### src/sv/tga_pkg.sv
`default_nettype none

package tga_pkg;

  localparam int unsigned ADDR_W = 4;
  localparam int unsigned DATA_W = 32;

  // Register indexes (byte address = 4 * index)
  localparam logic [1:0] REG_BPP    = 2'd0;
  localparam logic [1:0] REG_RLE    = 2'd1;
  localparam logic [1:0] REG_WIDTH  = 2'd2;
  localparam logic [1:0] REG_HEIGHT = 2'd3;

  localparam logic [7:0] BPP_RESET = 8'd24;

  // Result status codes
  localparam logic [1:0] ST_OK          = 2'd0;
  localparam logic [1:0] ST_UNSUPPORTED = 2'd1;
  localparam logic [1:0] ST_PAST_END    = 2'd2;
  localparam logic [1:0] ST_CLAMPED     = 2'd3;

  localparam logic [7:0] RLE_RUN_BIT   = 8'd128;
  localparam logic [7:0] RLE_RUN_BIAS  = 8'd127;
  localparam logic [7:0] CHAN_5B_MASK  = 8'h1f;

  typedef enum logic [2:0] {
    PH_HEADER = 3'b001,
    PH_RAW    = 3'b010,
    PH_RUN    = 3'b100
  } phase_t;

  typedef struct packed {
    logic [7:0] data_byte;
    logic       start_of_image;
  } in_item_t;

  typedef struct packed {
    logic [7:0] red;
    logic [7:0] green;
    logic [7:0] blue;
    logic [7:0] alpha;
    logic [7:0] repeat_count;
    logic       last_pixel;
    logic [1:0] status;
  } out_item_t;

  typedef struct packed {
    logic [7:0]  bits_per_pixel;
    logic        run_length_mode;
    logic [15:0] pixels_per_row;
    logic [15:0] row_count;
    logic [31:0] pixel_total;
  } cfg_t;

  // Bytes per pixel for a depth; zero marks an unsupported depth
  function automatic logic [2:0] bytes_per_pixel(input logic [7:0] bpp);
    logic [2:0] n;
    case (bpp)
      8'd16:   n = 3'd2;
      8'd24:   n = 3'd3;
      8'd32:   n = 3'd4;
      default: n = 3'd0;
    endcase
    return n;
  endfunction

endpackage

`default_nettype wire

### src/sv/tga_pixel_stream_decoder.sv
// Results are registered: out_r takes a new result when free, else skid_r holds it.
// Throughput: one byte per cycle; a two-entry output buffer lets a byte in
// while one result waits, so in_ready drops only when two results are held.
// Header bytes and partial-pixel bytes give no result unless the depth is unsupported or the image is past its end.
// Reset (rst_n low, synchronous): registers return to 24-bit uncompressed,
// zero size; packet state, pixel count and the output buffer are cleared.
`default_nettype none

module tga_pixel_stream_decoder (
  input  wire logic                       clk,
  input  wire logic                       rst_n,
  input  wire logic                       in_valid,
  output logic                            in_ready,
  input  wire tga_pkg::in_item_t          in_data,
  output logic                            out_valid,
  input  wire logic                       out_ready,
  output tga_pkg::out_item_t              out_data,
  input  wire logic                       psel,
  input  wire logic                       penable,
  input  wire logic                       pwrite,
  input  wire logic [tga_pkg::ADDR_W-1:0] paddr,
  input  wire logic [tga_pkg::DATA_W-1:0] pwdata,
  output logic      [tga_pkg::DATA_W-1:0] prdata,
  output logic                            pready
);
  import tga_pkg::*;

  cfg_t      cfg;
  logic      in_fire;
  logic      res_valid;
  out_item_t res_item;
  logic      space;

  assign in_ready = space;
  assign in_fire  = in_valid && in_ready;

  tga_cfg_regs u_cfg (
    .clk    (clk),
    .rst_n  (rst_n),
    .psel   (psel),
    .penable(penable),
    .pwrite (pwrite),
    .paddr  (paddr),
    .pwdata (pwdata),
    .prdata (prdata),
    .pready (pready),
    .cfg    (cfg)
  );

  tga_decode_core u_core (
    .clk      (clk),
    .rst_n    (rst_n),
    .cfg      (cfg),
    .in_fire  (in_fire),
    .in_item  (in_data),
    .res_valid(res_valid),
    .res_item (res_item)
  );

  tga_out_skid u_skid (
    .clk      (clk),
    .rst_n    (rst_n),
    .push     (in_fire && res_valid),
    .push_item(res_item),
    .space    (space),
    .out_valid(out_valid),
    .out_ready(out_ready),
    .out_item (out_data)
  );

  // A stall on the input means both buffer entries are full
  a_stall_holds_result: assert property (@(posedge clk) disable iff (!rst_n)
    !in_ready |-> out_valid)
    else $error("input stalled with no result pending");

  a_clamp_is_last: assert property (@(posedge clk) disable iff (!rst_n)
    out_valid && out_data.status == ST_CLAMPED |-> out_data.last_pixel)
    else $error("clamped run not flagged as last pixel");

  a_error_no_pixel: assert property (@(posedge clk) disable iff (!rst_n)
    out_valid && (out_data.status == ST_UNSUPPORTED || out_data.status == ST_PAST_END)
    |-> out_data.repeat_count == 8'd0 && !out_data.last_pixel)
    else $error("error result carries a pixel");

  a_ok_has_count: assert property (@(posedge clk) disable iff (!rst_n)
    out_valid && out_data.status == ST_OK |-> out_data.repeat_count != 8'd0)
    else $error("pixel result with zero repeat count");

endmodule

`default_nettype wire

### src/sv/tga_cfg_regs.sv
`default_nettype none

module tga_cfg_regs (
  input  wire logic                       clk,
  input  wire logic                       rst_n,
  input  wire logic                       psel,
  input  wire logic                       penable,
  input  wire logic                       pwrite,
  input  wire logic [tga_pkg::ADDR_W-1:0] paddr,
  input  wire logic [tga_pkg::DATA_W-1:0] pwdata,
  output logic      [tga_pkg::DATA_W-1:0] prdata,
  output logic                            pready,
  output tga_pkg::cfg_t                   cfg
);
  import tga_pkg::*;

  logic [7:0]  bpp_r;
  logic        rle_r;
  logic [15:0] width_r;
  logic [15:0] height_r;
  logic [31:0] total_r;
  logic        wr_en;
  logic [1:0]  reg_idx;

  assign pready  = 1'b1;
  assign wr_en   = psel && penable && pwrite;
  assign reg_idx = paddr[ADDR_W-1:2];

  // Keep width*height registered so the start byte needs no multiplier
  always_ff @(posedge clk) begin
    if (!rst_n) begin
      bpp_r    <= BPP_RESET;
      rle_r    <= 1'b0;
      width_r  <= 16'd0;
      height_r <= 16'd0;
      total_r  <= 32'd0;
    end else if (wr_en) begin
      case (reg_idx)
        REG_BPP:    bpp_r <= pwdata[7:0];
        REG_RLE:    rle_r <= pwdata[0];
        REG_WIDTH: begin
          width_r <= pwdata[15:0];
          total_r <= {16'd0, pwdata[15:0]} * {16'd0, height_r};
        end
        REG_HEIGHT: begin
          height_r <= pwdata[15:0];
          total_r  <= {16'd0, width_r} * {16'd0, pwdata[15:0]};
        end
        default: ;
      endcase
    end
  end

  always_comb begin
    case (reg_idx)
      REG_BPP:    prdata = {24'd0, bpp_r};
      REG_RLE:    prdata = {31'd0, rle_r};
      REG_WIDTH:  prdata = {16'd0, width_r};
      REG_HEIGHT: prdata = {16'd0, height_r};
      default:    prdata = '0;
    endcase
  end

  assign cfg = '{bits_per_pixel:  bpp_r,
                 run_length_mode: rle_r,
                 pixels_per_row:  width_r,
                 row_count:       height_r,
                 pixel_total:     total_r};

endmodule

`default_nettype wire

### src/sv/tga_decode_core.sv
`default_nettype none

module tga_decode_core (
  input  wire logic              clk,
  input  wire logic              rst_n,
  input  wire tga_pkg::cfg_t     cfg,
  input  wire logic              in_fire,
  input  wire tga_pkg::in_item_t in_item,
  output logic                   res_valid,
  output tga_pkg::out_item_t     res_item
);
  import tga_pkg::*;

  phase_t      phase_r, phase_nxt, phase_cur;
  logic [7:0]  ppl_r, ppl_nxt, ppl_cur;
  logic [1:0]  bip_r, bip_nxt, bip_cur;
  logic [23:0] gath_r, gath_nxt, gath_cur;
  logic [31:0] ipl_r, ipl_nxt, ipl_cur;

  logic [2:0]  nbytes;
  logic        rle;
  logic        unsupported;
  logic [7:0]  data;
  logic [7:0]  p0, p1, p2, p3;
  logic [15:0] word16;
  logic [7:0]  cnt, cnt_run;
  logic [31:0] ipl_after;

  always_comb begin
    data = in_item.data_byte;
    rle  = cfg.run_length_mode;
    nbytes = bytes_per_pixel(cfg.bits_per_pixel);
    unsupported = (nbytes == 3'd0) || (rle && nbytes == 3'd2);

    // Start of image reloads the count and clears packet state first
    if (in_item.start_of_image) begin
      ipl_cur   = cfg.pixel_total;
      phase_cur = PH_HEADER;
      ppl_cur   = 8'd0;
      bip_cur   = 2'd0;
      gath_cur  = 24'd0;
    end else begin
      ipl_cur   = ipl_r;
      phase_cur = phase_r;
      ppl_cur   = ppl_r;
      bip_cur   = bip_r;
      gath_cur  = gath_r;
    end

    ipl_nxt   = ipl_cur;
    phase_nxt = phase_cur;
    ppl_nxt   = ppl_cur;
    bip_nxt   = bip_cur;
    gath_nxt  = gath_cur;
    res_valid = 1'b0;
    res_item  = '0;

    p0 = gath_cur[7:0];
    p1 = gath_cur[15:8];
    p2 = gath_cur[23:16];
    p3 = 8'd0;
    case (bip_cur)
      2'd0:    p0 = data;
      2'd1:    p1 = data;
      2'd2:    p2 = data;
      default: p3 = data;
    endcase
    word16 = {p1, p0};

    cnt_run   = (ppl_cur != 8'd0) ? ppl_cur : 8'd1;
    cnt       = 8'd1;
    ipl_after = ipl_cur;

    if (unsupported) begin
      res_valid       = 1'b1;
      res_item.status = ST_UNSUPPORTED;
    end else if (ipl_cur == 32'd0) begin
      res_valid       = 1'b1;
      res_item.status = ST_PAST_END;
    end else if (rle && phase_cur == PH_HEADER) begin
      if (data < RLE_RUN_BIT) begin
        phase_nxt = PH_RAW;
        ppl_nxt   = data + 8'd1;
      end else begin
        phase_nxt = PH_RUN;
        ppl_nxt   = data - RLE_RUN_BIAS;
      end
      bip_nxt  = 2'd0;
      gath_nxt = 24'd0;
    end else if ({1'b0, bip_cur} + 3'd1 < nbytes) begin
      // Gather a byte of a partial pixel
      case (bip_cur)
        2'd0:    gath_nxt[7:0]   = gath_cur[7:0] | data;
        2'd1:    gath_nxt[15:8]  = gath_cur[15:8] | data;
        default: gath_nxt[23:16] = gath_cur[23:16] | data;
      endcase
      bip_nxt = bip_cur + 2'd1;
    end else begin
      bip_nxt   = 2'd0;
      gath_nxt  = 24'd0;
      res_valid = 1'b1;
      if (nbytes == 3'd2) begin
        res_item.blue  = {word16[4:0], 3'b000};
        res_item.green = {word16[9:5], 3'b000};
        res_item.red   = {word16[14:10], 3'b000};
        res_item.alpha = 8'd0;
      end else begin
        res_item.blue  = p0;
        res_item.green = p1;
        res_item.red   = p2;
        res_item.alpha = (nbytes == 3'd4) ? p3 : 8'd0;
      end

      if (rle && phase_cur == PH_RUN) begin
        cnt       = cnt_run;
        phase_nxt = PH_HEADER;
        ppl_nxt   = 8'd0;
      end else if (rle && phase_cur == PH_RAW) begin
        ppl_nxt = ppl_cur - 8'd1;
        if (ppl_nxt == 8'd0) begin
          phase_nxt = PH_HEADER;
        end
      end

      res_item.status = ST_OK;
      // Clamp a run that reaches past the image end
      if ({24'd0, cnt} > ipl_cur) begin
        cnt             = ipl_cur[7:0];
        res_item.status = ST_CLAMPED;
      end
      ipl_after = ipl_cur - {24'd0, cnt};
      ipl_nxt   = ipl_after;
      res_item.repeat_count = cnt;
      res_item.last_pixel   = (ipl_after == 32'd0);
      if (ipl_after == 32'd0) begin
        phase_nxt = PH_HEADER;
        ppl_nxt   = 8'd0;
      end
    end
  end

  always_ff @(posedge clk) begin
    if (!rst_n) begin
      phase_r <= PH_HEADER;
      ppl_r   <= 8'd0;
      bip_r   <= 2'd0;
      gath_r  <= 24'd0;
      ipl_r   <= 32'd0;
    end else if (in_fire) begin
      phase_r <= phase_nxt;
      ppl_r   <= ppl_nxt;
      bip_r   <= bip_nxt;
      gath_r  <= gath_nxt;
      ipl_r   <= ipl_nxt;
    end
  end

endmodule

`default_nettype wire

### src/sv/tga_out_skid.sv
`default_nettype none

module tga_out_skid (
  input  wire logic               clk,
  input  wire logic               rst_n,
  input  wire logic               push,
  input  wire tga_pkg::out_item_t push_item,
  output logic                    space,
  output logic                    out_valid,
  input  wire logic               out_ready,
  output tga_pkg::out_item_t      out_item
);
  import tga_pkg::*;

  logic      out_v_r;
  logic      skid_v_r;
  out_item_t out_r;
  out_item_t skid_r;
  logic      pop;

  assign pop       = out_v_r && out_ready;
  assign space     = !skid_v_r;
  assign out_valid = out_v_r;
  assign out_item  = out_r;

  always_ff @(posedge clk) begin
    if (!rst_n) begin
      out_v_r  <= 1'b0;
      skid_v_r <= 1'b0;
    end else if (skid_v_r) begin
      // Input is stalled; drain the skid entry first
      if (pop) begin
        skid_v_r <= 1'b0;
      end
    end else if (push) begin
      if (out_v_r && !pop) begin
        skid_v_r <= 1'b1;
      end else begin
        out_v_r <= 1'b1;
      end
    end else if (pop) begin
      out_v_r <= 1'b0;
    end
  end

  always_ff @(posedge clk) begin
    if (skid_v_r) begin
      if (pop) begin
        out_r <= skid_r;
      end
    end else if (push) begin
      if (out_v_r && !pop) begin
        skid_r <= push_item;
      end else begin
        out_r <= push_item;
      end
    end
  end

endmodule

`default_nettype wire
### config.mk
export PLATFORM = sky130hd
export DESIGN_NAME = tga_pixel_stream_decoder
export DESIGN_NICKNAME = d
export VERILOG_FILES = /design/src/sv/tga_pkg.sv /design/src/sv/tga_pixel_stream_decoder.sv /design/src/sv/tga_cfg_regs.sv /design/src/sv/tga_decode_core.sv /design/src/sv/tga_out_skid.sv
export SDC_FILE = /design/constraint.sdc
export NUM_CORES = 2
export LEC_CHECK = 0
export ABC_AREA = 1
export BUFFER_PORTS_ARGS = -buffer_cell sky130_fd_sc_hd__buf_2
export CAP_MARGIN = 20
export CORE_MARGIN = 8
export CORE_UTILIZATION = 30
export CTS_BUF_LIST = sky130_fd_sc_hd__clkbuf_4 sky130_fd_sc_hd__clkbuf_8
export CTS_CLUSTER_SIZE = 10
export DETAILED_ROUTE_END_ITERATION = 10
export PLACE_DENSITY = 0.42
export SYNTH_ARGS = -nofsm -noshare
export SYNTH_HDL_FRONTEND = slang
export SYNTH_HIERARCHICAL = 1
export SYNTH_SLANG_ARGS = --single-unit
export TNS_END_PERCENT = 10
### constraint.sdc
create_clock -name clk -period 8.4 [get_ports clk]
set_input_delay 1.68 -clock clk [delete_from_list [all_inputs] [get_ports clk]]
set_output_delay 1.68 -clock clk [all_outputs]
set_load 0.03 [all_outputs]
==> Flow_metrics.wiki <==
{| class="wikitable"
! Metric !! Value
|-
| Tightest slew margin relative to the limit || 26.7%
|-
| Area taken by multi-input logic gates || 22100 µm²
|-
| Post-DRT Antenna Nets || 0
|-
| Placer congestion estimate || 0.845
|-
| Storage cell area || 5470 µm²
|-
| Vias in the first global route || 28474
|-
| Most instantiated flip-flop cell in the synthesis netlist || sky130_fd_sc_hd__dfxtp_1
|-
| Initial antenna violation count || 2
|-
| Kind of launch point of the worst setup path || input port
|-
| Setup tns final || 0 ps
|-
| Number of fill cells || 11976
|-
| Number of gates given a new drive strength after cts || 0
|-
| I/O Buffers || 94
|-
| Fraction of layout instances using a drive strength above 1 || 7.28%
|-
| Maximum resistive drop on vdd || around 0.11 mV
|-
| Maximum number of pins on one net before global-route repair || 67
|-
| Unrepaired setup endpoints after global routing || false
|-
| Power per standard cell area || 111 nW/µm²
|-
| Total number of nets in the final design || 5375
|-
| Netlist Area Pre-Place || between 30000 and 40000 µm²
|-
| Mean cell area of the mapped netlist || 6.93 µm²
|-
| Starting density of the core || 30.1%
|-
| R2R depth || 24
|-
| Number of different library cells in the post-synthesis netlist || 61
|-
| Deepest clock path buffer count || 3
|-
| Total iterations of the first detailed-routing run || 5
|-
| Gr ovfl total || 0
|-
| Clock-pin slew on the worst setup and hold paths || 70 ps
|-
| Slowest cell on the critical path || sky130_fd_sc_hd__fa_1
|-
| Layout overhead on the synthesized area || 8.25%
|-
| Most common library cell in the layout ignoring fill and taps || sky130_fd_sc_hd__nand2_1
|-
| Total Routing Usage GR || between 15 and 20%
|-
| Logic depth of the worst setup path including buffers || 24
|-
| Max capacitance violation total || 0
|-
| Hold buffer count at CTS || 0
|-
| Kind of end point of the critical path || register
|-
| Worst-Skew Late Latency || 650 ps
|-
| Count of pins on the block boundary || 130
|-
| Worst hold path type || register to register
|-
| Root Buffer || sky130_fd_sc_hd__clkbuf_8
|-
| Global-route track usage on met2 || between 20% and 30%
|-
| Gr busiest metal || met2
|-
| Path type of the worst setup path || input port to register
|-
| CTS tree || yes
|-
| Count of final max-slew check failures || 0
|-
| Most frequent cells in the layout || 1447 x sky130_fd_sc_hd__nand2_1, 1025 x sky130_fd_sc_hd__inv_1, 389 x sky130_fd_sc_hd__fa_1
|-
| Yosys warns || 6
|-
| Wire length of the first global-routing pass || approximately 170000 µm
|-
| Routed wire length || 105000 µm
|-
| Number of vias in the routed layout || 28105
|-
| Clock skew after layout || 27.7 ps
|-
| Sum of net half-perimeters after detailed placement || 82100 µm
|-
| Number of storage elements in the synthesis netlist || 230
|-
| Crit path buf inv count || 6
|-
| FMAX || 0.142 GHz
|-
| Total number of clock tree sinks || 230
|-
| Layout Cells excl Fill || approximately 6200
|-
| Met3 Usage GRT || under 10%
|-
| Count of flip-flops with a built-in enable after synthesis || 86
|-
| Required time of the critical path || 8930 ps
|-
| Highest net fanout along the worst path || 21
|-
| Overall die area || 120000 µm²
|-
| Horizontal die dimension || between 300 and 400 µm
|-
| Gate count after technology mapping || 4714
|-
| Measured slew at the worst slew-check pin || approximately 1100 ps
|-
| Global-route track usage on met1 || 24.2%
|-
| Number of instances on the worst hold path || 2
|-
| Final core utilization || roughly a third
|-
| Run status || complete, no violations
|-
| Die height || 346 µm
|-
| Number of design-rule violations left by the first detailed-router iteration || 1823
|-
| Post-layout min period || 7020 ps
|-
| Most common cell on crit path || sky130_fd_sc_hd__nand2_1
|-
| H-Tree Level Count || 2
|-
| Post-detailed-route wirelength per cell || 17.0 µm
|-
| CTS buffer count || 47
|-
| Core Area || 108000 µm²
|-
| Total count of hold-check failures in the final report || 0
|-
| Sequence of cells on the critical path || buf_2 > buf_4 > nand2_1 > fa_1 > inv_1 > fa_1 > fa_1 > fa_1 > fa_1 > inv_1 > fa_1 > inv_1 > ha_1 > nand2_1 > nor2_1 > nand2_1 > nor2_1 > nand2_1 > nand2_1 > nand2_1 > nand3_1 > nand3_1 > nand2_1 > inv_1
|-
| Data arrival time of the critical path || 7550 ps
|-
| Number of endpoints failing setup at the final stage || 0
|-
| Delay of the slowest cell on the worst path || 590 ps
|-
| Kind of cell with the highest combined delay on the critical path || adder cells
|-
| Number of rows created at floorplan || 121
|-
| Post-route fraction of the period consumed by the critical path || 83.6%
|-
| Number of placed cells counting well taps || 6064
|-
| Share of synthesized area occupied by flip-flops and latches || 16.7%
|-
| Share of synthesized flip-flops with an asynchronous set or reset || 0%
|-
| Number of design rule violations left after detail routing || 0
|-
| Vias per std cell || 4.57
|-
| Setup repair bufs after CTS || 0
|-
| Lkg Pwr || 19.7 nW
|}
worst register-to-register path: stages, from the launching register on:
cell and delay, ps:
sky130_fd_sc_hd__dfxtp_1 880, sky130_fd_sc_hd__buf_4 280, sky130_fd_sc_hd__nand2_1 60, sky130_fd_sc_hd__inv_1 90
sky130_fd_sc_hd__fa_1 400, sky130_fd_sc_hd__inv_1 80, sky130_fd_sc_hd__fa_1 430, sky130_fd_sc_hd__fa_1 510
sky130_fd_sc_hd__fa_1 570, sky130_fd_sc_hd__inv_1 50, sky130_fd_sc_hd__fa_1 480, sky130_fd_sc_hd__inv_1 50
sky130_fd_sc_hd__fa_1 490, sky130_fd_sc_hd__inv_1 60, sky130_fd_sc_hd__ha_1 340, sky130_fd_sc_hd__nand2_1 150
sky130_fd_sc_hd__inv_1 50, sky130_fd_sc_hd__a21oi_1 260, sky130_fd_sc_hd__nand3_1 250, sky130_fd_sc_hd__nand2_1 160
sky130_fd_sc_hd__nand4_1 90, sky130_fd_sc_hd__nand3_1 230, sky130_fd_sc_hd__nand3_1 140, sky130_fd_sc_hd__nand2_1 110
sky130_fd_sc_hd__inv_1 40
cell usage after synthesis, drive strengths merged (3+ instances only):
cell | count | share of area [%]
and2 | 3 | 0.057
nand2 | 1474 | 17
a211oi | 19 | 0.45
xnor2 | 4 | 0.11
fa | 389 | 24
clkbuf | 169 | 2.2
o21a | 6 | 0.14
nand3b | 15 | 0.36
nor2 | 363 | 4.6
a22o | 8 | 0.21
o21bai | 6 | 0.14
ha | 234 | 9.0
nand3 | 158 | 2.5
clkinv | 6 | 0.073
o21ai | 170 | 2.6
edfxtp | 86 | 7.9
or2 | 15 | 0.29
buf | 69 | 1.5
dfxtp | 144 | 8.8
a21oi | 196 | 3.0
nand4 | 24 | 0.46
o22ai | 3 | 0.057
nor3 | 26 | 0.46
o211ai | 23 | 0.54
inv | 1047 | 12
a31oi | 8 | 0.15
xor2 | 27 | 0.72
o31ai | 10 | 0.23
per-layer routing:
layer	vias up	routed length, µm
met5	-	0
met4	0	2570
met3	123	3680
met2	527	48200
met1	13437	50200
li1	14018	-
stage by stage:
| step | hold WS [ps] | total power, mW | worst slack [ps] | cell area (µm²) |
|---|---|---|---|---|
| after floorplan | 438 | 2.20 | 1700 | 32700 |
| after CTS | 467 | 4.01 | 1420 | 35300 |
| final | 465 | 3.93 | 1380 | 35300 |
| after detailed placement | 455 | 2.59 | 718 | 34300 |
| after global routing | 482 | 4.21 | 997 | 35300 |
| after global placement | 452 | 2.59 | 727 | 34300 |
final timing paths:
path                                               startpoint                              to  slack [ps]
worst min-delay path             u_core/ipl_r[6]$_SDFFE_PN0P_    u_core/ipl_r[6]$_SDFFE_PN0P_         460
worst min register to register   u_core/ipl_r[6]$_SDFFE_PN0P_    u_core/ipl_r[6]$_SDFFE_PN0P_         460
worst max register to register  u_cfg/width_r[5]$_SDFFE_PN0P_  u_cfg/total_r[28]$_SDFFE_PN0P_        2030
worst max-delay path                                pwdata[7]  u_cfg/total_r[29]$_SDFFE_PN0P_        1380
area by class of cell:
class	instances	area share (%)
flip-flops and latches	230	15.5
diodes	2	0.0142
inverters	1053	11.2
repair buffers	160	2.82
clock inverters	20	0.669
multi-input cells	3208	62.5
well taps	1414	5.01
clock buffers	65	2.32
sequential cells by signal, indices dropped and copies added (netlist names):
name              cells
u_cfg/height_r       16
u_core/bip_r          2
u_core/ppl_r          8
u_core/gath_r        24
u_cfg/width_r        16
u_skid/out_valid      1
u_skid/skid_r        43
u_cfg/bpp_r           8
u_cfg/total_r        32
u_core/ipl_r         32
u_skid/out_item      43
u_core/phase_r        3
u_skid/skid_v_r       1
u_cfg/rle_r           1
cells by family (layout without fill, tap and decap cells):
| group | Yosys count | count (layout) | synth area share [%] |
|---|---|---|---|
| DFF | 230 | 230 | 16.7 |
| xor gates and xnor gates | 31 | 31 | 0.832 |
| other | 2 | 19 | 0.0230 |
| adders and majority gates | 623 | 623 | 32.8 |
| and+or+nand+nor | 2082 | 2082 | 26.1 |
| buffers and inverters | 1291 | 1298 | 15.8 |
| AOI/OAI and AO/OA | 455 | 455 | 7.71 |
power breakdown:
part	leakage, nW	internal [mW]	total [mW]	switching (mW)
clock	0.564	0.790	1.37	0.584
sequential	1.99	1.24	1.29	0.0470
combinational	17.1	0.369	1.27	0.898
No activity file was read; power rests on OpenSTA's default activity.
